**src/rtl/vigmx_pkg.sv**
```systemverilog
// vigmx_pkg: types, codes and character constants shared by the
// mixed-alphabet Vigenere encipher block. No dependencies.
package vigmx_pkg;

  localparam int unsigned ALPHA         = 26;
  localparam int unsigned LINE_LETTERS  = 40;
  localparam int unsigned GROUP_LETTERS = 5;
  localparam int unsigned CFG_W         = 7;

  localparam logic [7:0] CHAR_A    = 8'h41;
  localparam logic [7:0] CHAR_Z    = 8'h5A;
  localparam logic [7:0] CHAR_HASH = 8'h23;
  localparam logic [7:0] CHAR_NL   = 8'h0A;
  localparam logic [7:0] CHAR_SP   = 8'h20;

  typedef enum logic [2:0] {
    ACT_ENCIPHER    = 3'd0,
    ACT_LOAD_KEY    = 3'd1,
    ACT_LOAD_PLAIN  = 3'd2,
    ACT_LOAD_CIPHER = 3'd3,
    ACT_FINISH      = 3'd4
  } act_e;

  typedef enum logic [2:0] {
    OP_LETTER = 3'd0,
    OP_KEY    = 3'd1,
    OP_PLAIN  = 3'd2,
    OP_CIPHER = 3'd3,
    OP_FINISH = 3'd4
  } op_e;

  typedef enum logic [1:0] {
    SEP_NONE    = 2'd0,
    SEP_SPACE   = 2'd1,
    SEP_NEWLINE = 2'd2
  } sep_e;

  typedef struct packed {
    logic [2:0] action;
    logic [7:0] data_byte;
    logic [5:0] position;
  } in_item_t;

  typedef struct packed {
    logic [7:0] out_byte;
    logic       last;
  } out_item_t;

  // work item handed down the lookup pipeline
  typedef struct packed {
    op_e        op;
    logic [4:0] letter;
    logic [4:0] apos;
    sep_e       sep;
  } stage_t;

  // finished result pair before serialization
  typedef struct packed {
    logic [7:0] first;
    sep_e       sep;
  } res_t;

  function automatic logic [7:0] sep_byte(sep_e s);
    logic [7:0] b;
    b = (s == SEP_NEWLINE) ? CHAR_NL : CHAR_SP;
    return b;
  endfunction

endpackage

```
**src/rtl/vigenere_mixed_alphabet_encipher_top.sv**
```systemverilog
// vigenere_mixed_alphabet_encipher_top: mixed-alphabet Vigenere encipherer.
// Instantiates vigmx_front, vigmx_lookup and vigmx_emit; uses vigmx_pkg.
//
//   channel | signals                        | moves
//   in      | in_valid_i/in_ready_o/in_data_i | action, data_byte, position
//   out     | out_valid_o/out_ready_i/out_data_o | out_byte, last
//   cfg     | cfg_valid_i/cfg_ready_o/cfg_data_i | key_length (7 bits)
//
// one input transfer per cycle while in_ready_o is high; a result passes the input
// register (loaded at the transfer edge), three table stages and the output register
// a letter with a separator or a finish leaves as two transfers; the output register
// takes its next result as the final one leaves and sets the sustained rate; stalls
// on the output back up stage by stage; empty stages fill except the second table
// stage while the last is held; reset clears counters and valid bits, sets key
// length to one; key and alphabet stores are unset until loaded; cfg is always ready
module vigenere_mixed_alphabet_encipher_top import vigmx_pkg::*; #(
  parameter int unsigned KEY_DEPTH = 64
) (
  input  logic             clk_i,
  input  logic             rst_ni,
  input  logic             in_valid_i,
  output logic             in_ready_o,
  input  in_item_t         in_data_i,
  output logic             out_valid_o,
  input  logic             out_ready_i,
  output out_item_t        out_data_o,
  input  logic             cfg_valid_i,
  output logic             cfg_ready_o,
  input  logic [CFG_W-1:0] cfg_data_i
);

  localparam int unsigned KIW = (KEY_DEPTH > 1) ? $clog2(KEY_DEPTH) : 1;

  logic           s1_valid, s1_ready;
  stage_t         s1_data;
  logic [KIW-1:0] s1_kaddr;
  logic           res_valid, res_ready;
  res_t           res_data;

  assign cfg_ready_o = 1'b1;

  vigmx_front #(
    .KEY_DEPTH (KEY_DEPTH)
  ) u_front (
    .clk_i       (clk_i),
    .rst_ni      (rst_ni),
    .in_valid_i  (in_valid_i),
    .in_ready_o  (in_ready_o),
    .in_data_i   (in_data_i),
    .cfg_valid_i (cfg_valid_i),
    .cfg_data_i  (cfg_data_i),
    .s1_valid_o  (s1_valid),
    .s1_ready_i  (s1_ready),
    .s1_data_o   (s1_data),
    .s1_kaddr_o  (s1_kaddr)
  );

  vigmx_lookup #(
    .KEY_DEPTH (KEY_DEPTH)
  ) u_lookup (
    .clk_i       (clk_i),
    .rst_ni      (rst_ni),
    .s1_valid_i  (s1_valid),
    .s1_ready_o  (s1_ready),
    .s1_data_i   (s1_data),
    .s1_kaddr_i  (s1_kaddr),
    .res_valid_o (res_valid),
    .res_ready_i (res_ready),
    .res_data_o  (res_data)
  );

  vigmx_emit u_emit (
    .clk_i       (clk_i),
    .rst_ni      (rst_ni),
    .res_valid_i (res_valid),
    .res_ready_o (res_ready),
    .res_data_i  (res_data),
    .out_valid_o (out_valid_o),
    .out_ready_i (out_ready_i),
    .out_data_o  (out_data_o)
  );

endmodule

```
**src/rtl/vigmx_front.sv**
```systemverilog
// vigmx_front: input register, key length register, key position,
// line grouping and comment tracking. Depends on vigmx_pkg.
module vigmx_front import vigmx_pkg::*; #(
  parameter int unsigned KEY_DEPTH = 64,
  localparam int unsigned KIW  = (KEY_DEPTH > 1) ? $clog2(KEY_DEPTH) : 1,
  localparam int unsigned LenW = ($clog2(KEY_DEPTH + 1) > CFG_W) ?
                                 $clog2(KEY_DEPTH + 1) : CFG_W
) (
  input  logic             clk_i,
  input  logic             rst_ni,
  input  logic             in_valid_i,
  output logic             in_ready_o,
  input  in_item_t         in_data_i,
  input  logic             cfg_valid_i,
  input  logic [CFG_W-1:0] cfg_data_i,
  output logic             s1_valid_o,
  input  logic             s1_ready_i,
  output stage_t           s1_data_o,
  output logic [KIW-1:0]   s1_kaddr_o
);

  logic [CFG_W-1:0] key_length_q;
  logic [KIW-1:0]   key_pos_q, key_pos_d;
  logic [5:0]       line_q, line_d;
  logic [2:0]       group_q, group_d;
  logic             in_comment_q, in_comment_d;
  logic             s1_valid_q;
  stage_t           s1_q, item;
  logic [KIW-1:0]   s1_kaddr_q, kaddr;
  logic             item_vld, accept, letter_ok;
  logic [LenW-1:0]  len_cfg, eff_len, kp_inc;
  logic [KIW-1:0]   kp_use, kp_next;
  logic [5:0]       line_inc;
  logic [2:0]       group_inc;
  logic [4:0]       letter;

  assign in_ready_o = !s1_valid_q || s1_ready_i;
  assign accept     = in_valid_i && in_ready_o;
  assign s1_valid_o = s1_valid_q;
  assign s1_data_o  = s1_q;
  assign s1_kaddr_o = s1_kaddr_q;

  always_comb begin
    // zero acts as one, anything above the depth as the depth
    len_cfg = LenW'(key_length_q);
    if (len_cfg == '0) begin
      eff_len = LenW'(1);
    end else if (len_cfg > LenW'(KEY_DEPTH)) begin
      eff_len = LenW'(KEY_DEPTH);
    end else begin
      eff_len = len_cfg;
    end
    kp_use  = (LenW'(key_pos_q) >= eff_len) ? '0 : key_pos_q;
    kp_inc  = LenW'(kp_use) + LenW'(1);
    kp_next = (kp_inc >= eff_len) ? '0 : kp_inc[KIW-1:0];

    letter_ok = (in_data_i.data_byte >= CHAR_A) && (in_data_i.data_byte <= CHAR_Z);
    letter    = 5'(in_data_i.data_byte - CHAR_A);
    line_inc  = line_q + 6'd1;
    group_inc = group_q + 3'd1;

    key_pos_d    = key_pos_q;
    line_d       = line_q;
    group_d      = group_q;
    in_comment_d = in_comment_q;
    item_vld     = 1'b0;
    item         = '{op: OP_LETTER, letter: letter, apos: in_data_i.position[4:0],
                     sep: SEP_NONE};
    kaddr        = kp_use;

    unique case (act_e'(in_data_i.action))
      ACT_ENCIPHER: begin
        if (in_comment_q) begin
          if (in_data_i.data_byte == CHAR_NL) begin
            in_comment_d = 1'b0;
          end
        end else if (in_data_i.data_byte == CHAR_HASH) begin
          in_comment_d = 1'b1;
        end else if (letter_ok) begin
          item_vld  = 1'b1;
          key_pos_d = kp_next;
          if (line_inc >= 6'(LINE_LETTERS)) begin
            line_d   = '0;
            group_d  = '0;
            item.sep = SEP_NEWLINE;
          end else if (group_inc >= 3'(GROUP_LETTERS)) begin
            line_d   = line_inc;
            group_d  = '0;
            item.sep = SEP_SPACE;
          end else begin
            line_d  = line_inc;
            group_d = group_inc;
          end
        end
      end
      ACT_LOAD_KEY: begin
        if (letter_ok && (LenW'(in_data_i.position) < LenW'(KEY_DEPTH))) begin
          item_vld = 1'b1;
          item.op  = OP_KEY;
          kaddr    = KIW'(in_data_i.position);
        end
      end
      ACT_LOAD_PLAIN: begin
        if (letter_ok && (in_data_i.position < 6'(ALPHA))) begin
          item_vld = 1'b1;
          item.op  = OP_PLAIN;
        end
      end
      ACT_LOAD_CIPHER: begin
        if (letter_ok && (in_data_i.position < 6'(ALPHA))) begin
          item_vld = 1'b1;
          item.op  = OP_CIPHER;
        end
      end
      ACT_FINISH: begin
        key_pos_d    = '0;
        line_d       = '0;
        group_d      = '0;
        in_comment_d = 1'b0;
        item_vld     = 1'b1;
        item.op      = OP_FINISH;
        item.sep     = SEP_NEWLINE;
      end
      default: begin
      end
    endcase
  end

  always_ff @(posedge clk_i or negedge rst_ni) begin
    if (!rst_ni) begin
      key_length_q <= CFG_W'(1);
      key_pos_q    <= '0;
      line_q       <= '0;
      group_q      <= '0;
      in_comment_q <= 1'b0;
      s1_valid_q   <= 1'b0;
    end else begin
      if (cfg_valid_i) begin
        key_length_q <= cfg_data_i;
      end
      if (accept) begin
        key_pos_q    <= key_pos_d;
        line_q       <= line_d;
        group_q      <= group_d;
        in_comment_q <= in_comment_d;
      end
      if (in_ready_o) begin
        s1_valid_q <= accept && item_vld;
      end
    end
  end

  always_ff @(posedge clk_i) begin
    if (accept && item_vld) begin
      s1_q       <= item;
      s1_kaddr_q <= kaddr;
    end
  end

  a_finish_restarts: assert property (@(posedge clk_i) disable iff (!rst_ni)
    accept && (in_data_i.action == ACT_FINISH)
    |=> (key_pos_q == '0) && (line_q == '0) && (group_q == '0) && !in_comment_q)
    else $error("finish did not restart the counters");

  a_line_range: assert property (@(posedge clk_i) disable iff (!rst_ni)
    (line_q < 6'(LINE_LETTERS)) && (group_q < 3'(GROUP_LETTERS)))
    else $error("line or group counter out of range");

  a_comment_no_item: assert property (@(posedge clk_i) disable iff (!rst_ni)
    accept && in_comment_q && (in_data_i.action == ACT_ENCIPHER) |=> !s1_valid_q)
    else $error("byte inside a comment produced work");

endmodule

```
**src/rtl/vigmx_lookup.sv**
```systemverilog
// vigmx_lookup: three-stage table pipeline holding the key store and the inverse
// plain, inverse cipher and cipher alphabets. Depends on vigmx_pkg.
module vigmx_lookup import vigmx_pkg::*; #(
  parameter int unsigned KEY_DEPTH = 64,
  localparam int unsigned KIW = (KEY_DEPTH > 1) ? $clog2(KEY_DEPTH) : 1
) (
  input  logic           clk_i,
  input  logic           rst_ni,
  input  logic           s1_valid_i,
  output logic           s1_ready_o,
  input  stage_t         s1_data_i,
  input  logic [KIW-1:0] s1_kaddr_i,
  output logic           res_valid_o,
  input  logic           res_ready_i,
  output res_t           res_data_o
);

  // each table is written and read at the same stage, so loads and
  // letters see the tables in stream order
  logic [4:0] key_mem [KEY_DEPTH];
  logic [4:0] ip_mem  [ALPHA];
  logic [4:0] ic_mem  [ALPHA];
  logic [4:0] ca_mem  [ALPHA];

  logic       s2_valid_q, s3_valid_q, s4_valid_q;
  stage_t     s2_q, s3_q, s4_q;
  logic [4:0] s2_key_q, s2_ip_q, s3_ip_q, s3_ic_q, s4_ca_q;
  logic       s2_ready, s3_ready, s4_ready;
  logic       en1, en2, en3;
  logic [5:0] diff;
  logic [4:0] idx;

  assign s4_ready   = !s4_valid_q || res_ready_i;
  assign s3_ready   = s4_ready;
  assign s2_ready   = !s3_valid_q || s3_ready;
  assign s1_ready_o = !s2_valid_q || s2_ready;

  assign en1 = s1_valid_i && s1_ready_o;
  assign en2 = s2_valid_q && s2_ready;
  assign en3 = s3_valid_q && s3_ready;

  // (plain - key + 26) mod 26 with one conditional correction
  always_comb begin
    if (s3_ip_q >= s3_ic_q) begin
      diff = 6'(s3_ip_q) - 6'(s3_ic_q);
    end else begin
      diff = 6'(s3_ip_q) + 6'(ALPHA) - 6'(s3_ic_q);
    end
    idx = diff[4:0];
  end

  always_ff @(posedge clk_i or negedge rst_ni) begin
    if (!rst_ni) begin
      s2_valid_q <= 1'b0;
      s3_valid_q <= 1'b0;
      s4_valid_q <= 1'b0;
    end else begin
      if (s1_ready_o) begin
        s2_valid_q <= s1_valid_i;
      end
      if (s2_ready) begin
        s3_valid_q <= s2_valid_q;
      end
      if (s3_ready) begin
        // loads end here, only letters and finish carry results
        s4_valid_q <= s3_valid_q &&
                      ((s3_q.op == OP_LETTER) || (s3_q.op == OP_FINISH));
      end
    end
  end

  always_ff @(posedge clk_i) begin
    if (en1) begin
      s2_q     <= s1_data_i;
      s2_key_q <= key_mem[s1_kaddr_i];
      s2_ip_q  <= ip_mem[s1_data_i.letter];
      if (s1_data_i.op == OP_KEY) begin
        key_mem[s1_kaddr_i] <= s1_data_i.letter;
      end
      if (s1_data_i.op == OP_PLAIN) begin
        ip_mem[s1_data_i.letter] <= s1_data_i.apos;
      end
    end
    if (en2) begin
      s3_q    <= s2_q;
      s3_ip_q <= s2_ip_q;
      s3_ic_q <= ic_mem[s2_key_q];
      if (s2_q.op == OP_CIPHER) begin
        ic_mem[s2_q.letter] <= s2_q.apos;
      end
    end
    if (en3) begin
      s4_q    <= s3_q;
      s4_ca_q <= ca_mem[idx];
      if (s3_q.op == OP_CIPHER) begin
        ca_mem[s3_q.apos] <= s3_q.letter;
      end
    end
  end

  assign res_valid_o      = s4_valid_q;
  assign res_data_o.first = (s4_q.op == OP_FINISH) ? CHAR_NL : (CHAR_A + {3'b000, s4_ca_q});
  assign res_data_o.sep   = s4_q.sep;

endmodule

```
**src/rtl/vigmx_emit.sv**
```systemverilog
// vigmx_emit: output register that sends a letter and its optional
// separator as one or two transfers. Depends on vigmx_pkg.
module vigmx_emit import vigmx_pkg::*; (
  input  logic      clk_i,
  input  logic      rst_ni,
  input  logic      res_valid_i,
  output logic      res_ready_o,
  input  res_t      res_data_i,
  output logic      out_valid_o,
  input  logic      out_ready_i,
  output out_item_t out_data_o
);

  logic       e_valid_q;
  logic       phase_q;
  logic [7:0] e_byte_q;
  sep_e       e_sep_q;
  logic       final_beat, take;

  // second beat is the separator
  assign final_beat  = phase_q || (e_sep_q == SEP_NONE);
  assign take        = !e_valid_q || (out_ready_i && final_beat);
  assign res_ready_o = take;

  assign out_valid_o         = e_valid_q;
  assign out_data_o.out_byte = phase_q ? sep_byte(e_sep_q) : e_byte_q;
  assign out_data_o.last     = final_beat;

  always_ff @(posedge clk_i or negedge rst_ni) begin
    if (!rst_ni) begin
      e_valid_q <= 1'b0;
      phase_q   <= 1'b0;
    end else begin
      if (take) begin
        e_valid_q <= res_valid_i;
        phase_q   <= 1'b0;
      end else if (out_ready_i) begin
        phase_q <= 1'b1;
      end
    end
  end

  always_ff @(posedge clk_i) begin
    if (take && res_valid_i) begin
      e_byte_q <= res_data_i.first;
      e_sep_q  <= res_data_i.sep;
    end
  end

  a_phase_has_sep: assert property (@(posedge clk_i) disable iff (!rst_ni)
    phase_q |-> e_valid_q && (e_sep_q != SEP_NONE))
    else $error("separator beat without a separator");

  a_pair_follows: assert property (@(posedge clk_i) disable iff (!rst_ni)
    out_valid_o && out_ready_i && !out_data_o.last |=> out_valid_o && out_data_o.last)
    else $error("first beat of a pair not followed by its final beat");

  a_sep_byte: assert property (@(posedge clk_i) disable iff (!rst_ni)
    out_valid_o && phase_q |->
      (out_data_o.out_byte == CHAR_SP) || (out_data_o.out_byte == CHAR_NL))
    else $error("separator beat carries a non-separator byte");

endmodule
```
**config.mk**
```make
export PLATFORM = sky130hd
export DESIGN_NAME = vigenere_mixed_alphabet_encipher_top
export DESIGN_NICKNAME = d
export VERILOG_FILES = /design/src/rtl/vigmx_pkg.sv /design/src/rtl/vigenere_mixed_alphabet_encipher_top.sv /design/src/rtl/vigmx_front.sv /design/src/rtl/vigmx_lookup.sv /design/src/rtl/vigmx_emit.sv
export SDC_FILE = /design/constraint.sdc
export NUM_CORES = 1
export LEC_CHECK = 0
export ABC_AREA = 1
export BUFFER_PORTS_ARGS = -buffer_cell sky130_fd_sc_hd__buf_4
export CAP_MARGIN = 20
export CORE_ASPECT_RATIO = 0.6
export CORE_MARGIN = 2
export CORE_UTILIZATION = 55
export CTS_CLUSTER_SIZE = 24
export DETAILED_ROUTE_END_ITERATION = 10
export PLACE_DENSITY = 0.71
export SLEW_MARGIN = 10
export SYNTH_ARGS = -nofsm -noshare
export SYNTH_HDL_FRONTEND = slang
export SYNTH_SLANG_ARGS = --single-unit
```
**constraint.sdc**
```tcl
create_clock -name clk_i -period 4.2 [get_ports clk_i]
set_input_delay 0.42 -clock clk_i [delete_from_list [all_inputs] [get_ports clk_i]]
set_output_delay 0.42 -clock clk_i [all_outputs]
set_load 0.02 [all_outputs]
```
==> impl_results.md <==
- N_diodes: 0
- Setup ws final: about 340 ps
- Final Hold Slack: 37.8 ps
- Drt pass-1 iters: 6
- Setup WS pre-CTS: 294 ps
- Fin nets: 2699
- Syn Inst Count: 2572
- Max cap viols: 0
- Setup TNS: 0 ps
- Area of the multi-input gates: 0.00782 sq mm
- Die height: roughly 200 microns
- Crit. End Element: flip-flop
- PD cells: 441 mW/mm^2
- Synth Register Bits: 829
- Top cell type's share of synthesized area: between 70 and 80%
- Clock slew at reported path FFs: ~60 ps
- R2R depth: 21
- Final instance area: 0.0371 sq mm
- Routed Wire Length: approximately 82000 microns
- Slew HR: 18.5%
- Initial DRC Count: 3193
- Critical path, cell by cell: nor4_2 > nand3_1 > nand2_1 > nand2_1 > ha_1 > a21oi_1 > nand2_1 > nand2_1 > nand2_1 > nor2_1 > ha_1 > xnor2_1 > inv_1 > ha_1 > a21oi_1 > o21ai_0 > nand4_1 > o2111ai_1 > nor2_2 > nand2_1 > nand2_1
- Ys Warns: 0
- Core Region: 0.0597 sq mm
- Area grow syn2layout: 10.9%
- Die extent in x: approximately 320 microns
- HP Class: input pin to flip-flop
- Max Clock Freq: 0.259 GHz
- Crit-path max FO: 6
- Initial antenna violation count: 0
- EDFF count, synth: 800
- Family with the most delay on the worst path: simple AND/OR/NAND/NOR gates
- Net count after synthesis: 2637
- Clk buf depth: 3
- Dpl hpwl: 53300 microns
- Tot GR Track Use: 26.2%
- Area contributors post-synth: edfxtp_1 (72%), nand2_1 (5.3%), nand3_1 (3.2%), nor2_1 (3.2%), dfrtp_1 (2.1%)
- Tcrit/Tclk final: 91.8%
- Vias per cell: 6.04
- Fillers: roughly 4400
- Post-layout minimum cycle time: ~3900 ps
- Inst Count DP: 3362
- CTS tree: built
- Mapped cell area: 0.0334 sq mm
- Final Skew: 22.7 ps
- Worst-Margin Slew: around 1200 ps
- CP Data Required Time: 4760 ps
- Slew Limit Fails: 0
- Peak VDD IR: roughly 0.28 mV
- Seq/Total Area, Yosys: 74.1%
- Top-count cell post-synth: edfxtp_1
- Max H-tree Level: 3
- Core Rows: 69
- Setup Viol. Count Final: 0
- Leak Pwr: between 10 and 15 nW
- CP Class: flip-flop to flip-flop
- Die area: about 0.063 sq mm
- CP peak stage delay: 420 ps
- CP arrival: roughly 4400 ps
- Io pins: 41
- Vias in the first global route: between 20000 and 25000
- Post-route DRC: 0
- Via count: 21200
- Synth Flop Type: edfxtp_1
- Cell Area, Placed: between 0.03 and 0.04 sq mm
- Starting density of the core: between 50 and 60%
- RSZ-0062 raised after global routing: no
- Area leader, netlist: edfxtp_1
- Distinct cells, synth: 47
- ANT nets after route: 0
- Cts bufs inserted: 74
- FF/Latch Area: 0.0248 sq mm
- Layout Cells excl Fill: 3508
- CP max stage cell: dfrtp_1
- Worst r2r src: u_front.key_length_q[2]
- Buffers & Inverters on Critical Path: 1
- Hold path depth: 3
- Worst Hold End: u_front.key_length_q[1]
- Reg-to-reg endpoint: u_front.key_pos_q[5]
- Synth async-reset ratio: 3.50%
- Post-synth top cells: edfxtp_1 (800), nand2_1 (473), nor2_1 (286)
- CP Launch Type: flip-flop
- Total clock sinks: 829
- Postcts setup bufs: 0
- Outcome: finished, final reports clean
- HP Start: cfg_data_i[1]
- First-pass GRT wire length: around 120000 microns
- RD Place Congestion: 0.938
- Largest net degree at the start of global routing: 70
- R2r setup slk: 340 ps
- Syn avg cell area: 13.0 sq um
- Worst path most repeated cell: nand2_1
- Worst skew pair latency: around 640 ps
- Hold Vio Cnt, Final: 0
- Drt wl/cell: 23.4 microns
- IO buf count: 38
- Total gr overflow: 0
- CTS root buf: clkbuf_16
- Layout cells sized above 1: roughly 8.4%
## cell families (layout without fill, tap and decap cells)
logic type | after synthesis | after routing | synth area share [%]
xor+xnor | 16 | 16 | 0.419
buf+inv | 229 | 349 | 2.71
simple gates | 1102 | 1102 | 14.1
other cells | 2 | 2 | 0.0225
compound gates | 304 | 304 | 5.58
flops | 829 | 829 | 74.1
mux | 54 | 54 | 1.63
fa+ha+maj | 36 | 36 | 1.42
## final cells by class
cell class | count | area share [%]
inverters | 127 | 1.29
repair buffers | 88 | 1.90
clock inverters | 37 | 0.851
multi-input cells | 1514 | 21.1
clock buffers | 97 | 5.34
well taps | 816 | 2.75
flip-flops and latches | 829 | 66.8
## stage by stage
step                      utilization, %  power, W
final                               62.1    0.0164
after global placement              58.0   0.00993
after global routing                62.1    0.0168
after CTS                           62.0    0.0164
after floorplan                        -   0.00969
after detailed placement            58.0   0.00995
## routing by layer
metal	wire length, microns	vias to the layer above	track usage [%]
li1	-	9472	-
met1	36000	10300	41.6
met2	33000	1298	34.2
met3	11300	127	9.15
met4	1570	2	6.37
met5	71	-	0.843
## worst reg2reg max path: cells and delay by family, from the launching register on
family | cells | cell delay [ps]
compound gates | 4 | 560
xor+xnor | 1 | 130
fa+ha+maj | 3 | 840
buf+inv | 1 | 80
flops | 1 | 420
simple gates | 12 | 1770
## sequential cells by signal (all words and copies together) (netlist names), 15 cells and up
signal             flops
u_front.s1_data_o     15
u_lookup.ca_mem      130
u_lookup.ic_mem      130
u_lookup.ip_mem      130
u_lookup.key_mem     320
u_lookup.s2_q         15
u_lookup.s3_q         15
## power by group
part	internal, W	switching (W)	total, W	leakage (nW)
sequential	0.00905	0.0000750	0.00913	7.57
combinational	0.000213	0.000465	0.000677	4.10
clock	0.00359	0.00297	0.00656	1.12
total	0.0129	0.00351	0.0164	12.8
## worst max-delay path by stage
stage	startpoint	to	cells past startpoint
2_1_floorplan	u_front.key_length_q[3]	u_front.key_pos_q[0]	21
3_3_place_gp	u_front.key_length_q[3]	u_front.key_pos_q[2]	21
3_5_place_dp	u_front.key_length_q[3]	u_front.key_pos_q[5]	21
4_1_cts	u_front.key_length_q[3]	u_front.key_pos_q[5]	21
5_1_grt	u_front.key_length_q[3]	u_front.key_pos_q[5]	21
6_report	u_front.key_length_q[2]	u_front.key_pos_q[5]	21
## what timing repair did
item                                   in CTS  in global routing
hold buffers                                6                  0
endpoints found under the hold margin      33                  0
gates resized for setup                     0                  2
setup endpoints to repair                   0                  6
## layout by cell type, fill, tap and decap left out, types with 33 or more instances in the layout
cell,instances
nand2_1,473
clkbuf_16,75
nand3_1,215
o21ai_0,121
nand4_1,66
a21oi_1,33
mux2i_1,50
nor2_1,282
buf_4,76
edfxtp_1,800
inv_1,117
a22oi_1,74
No activity file was read; power rests on OpenSTA's default activity.
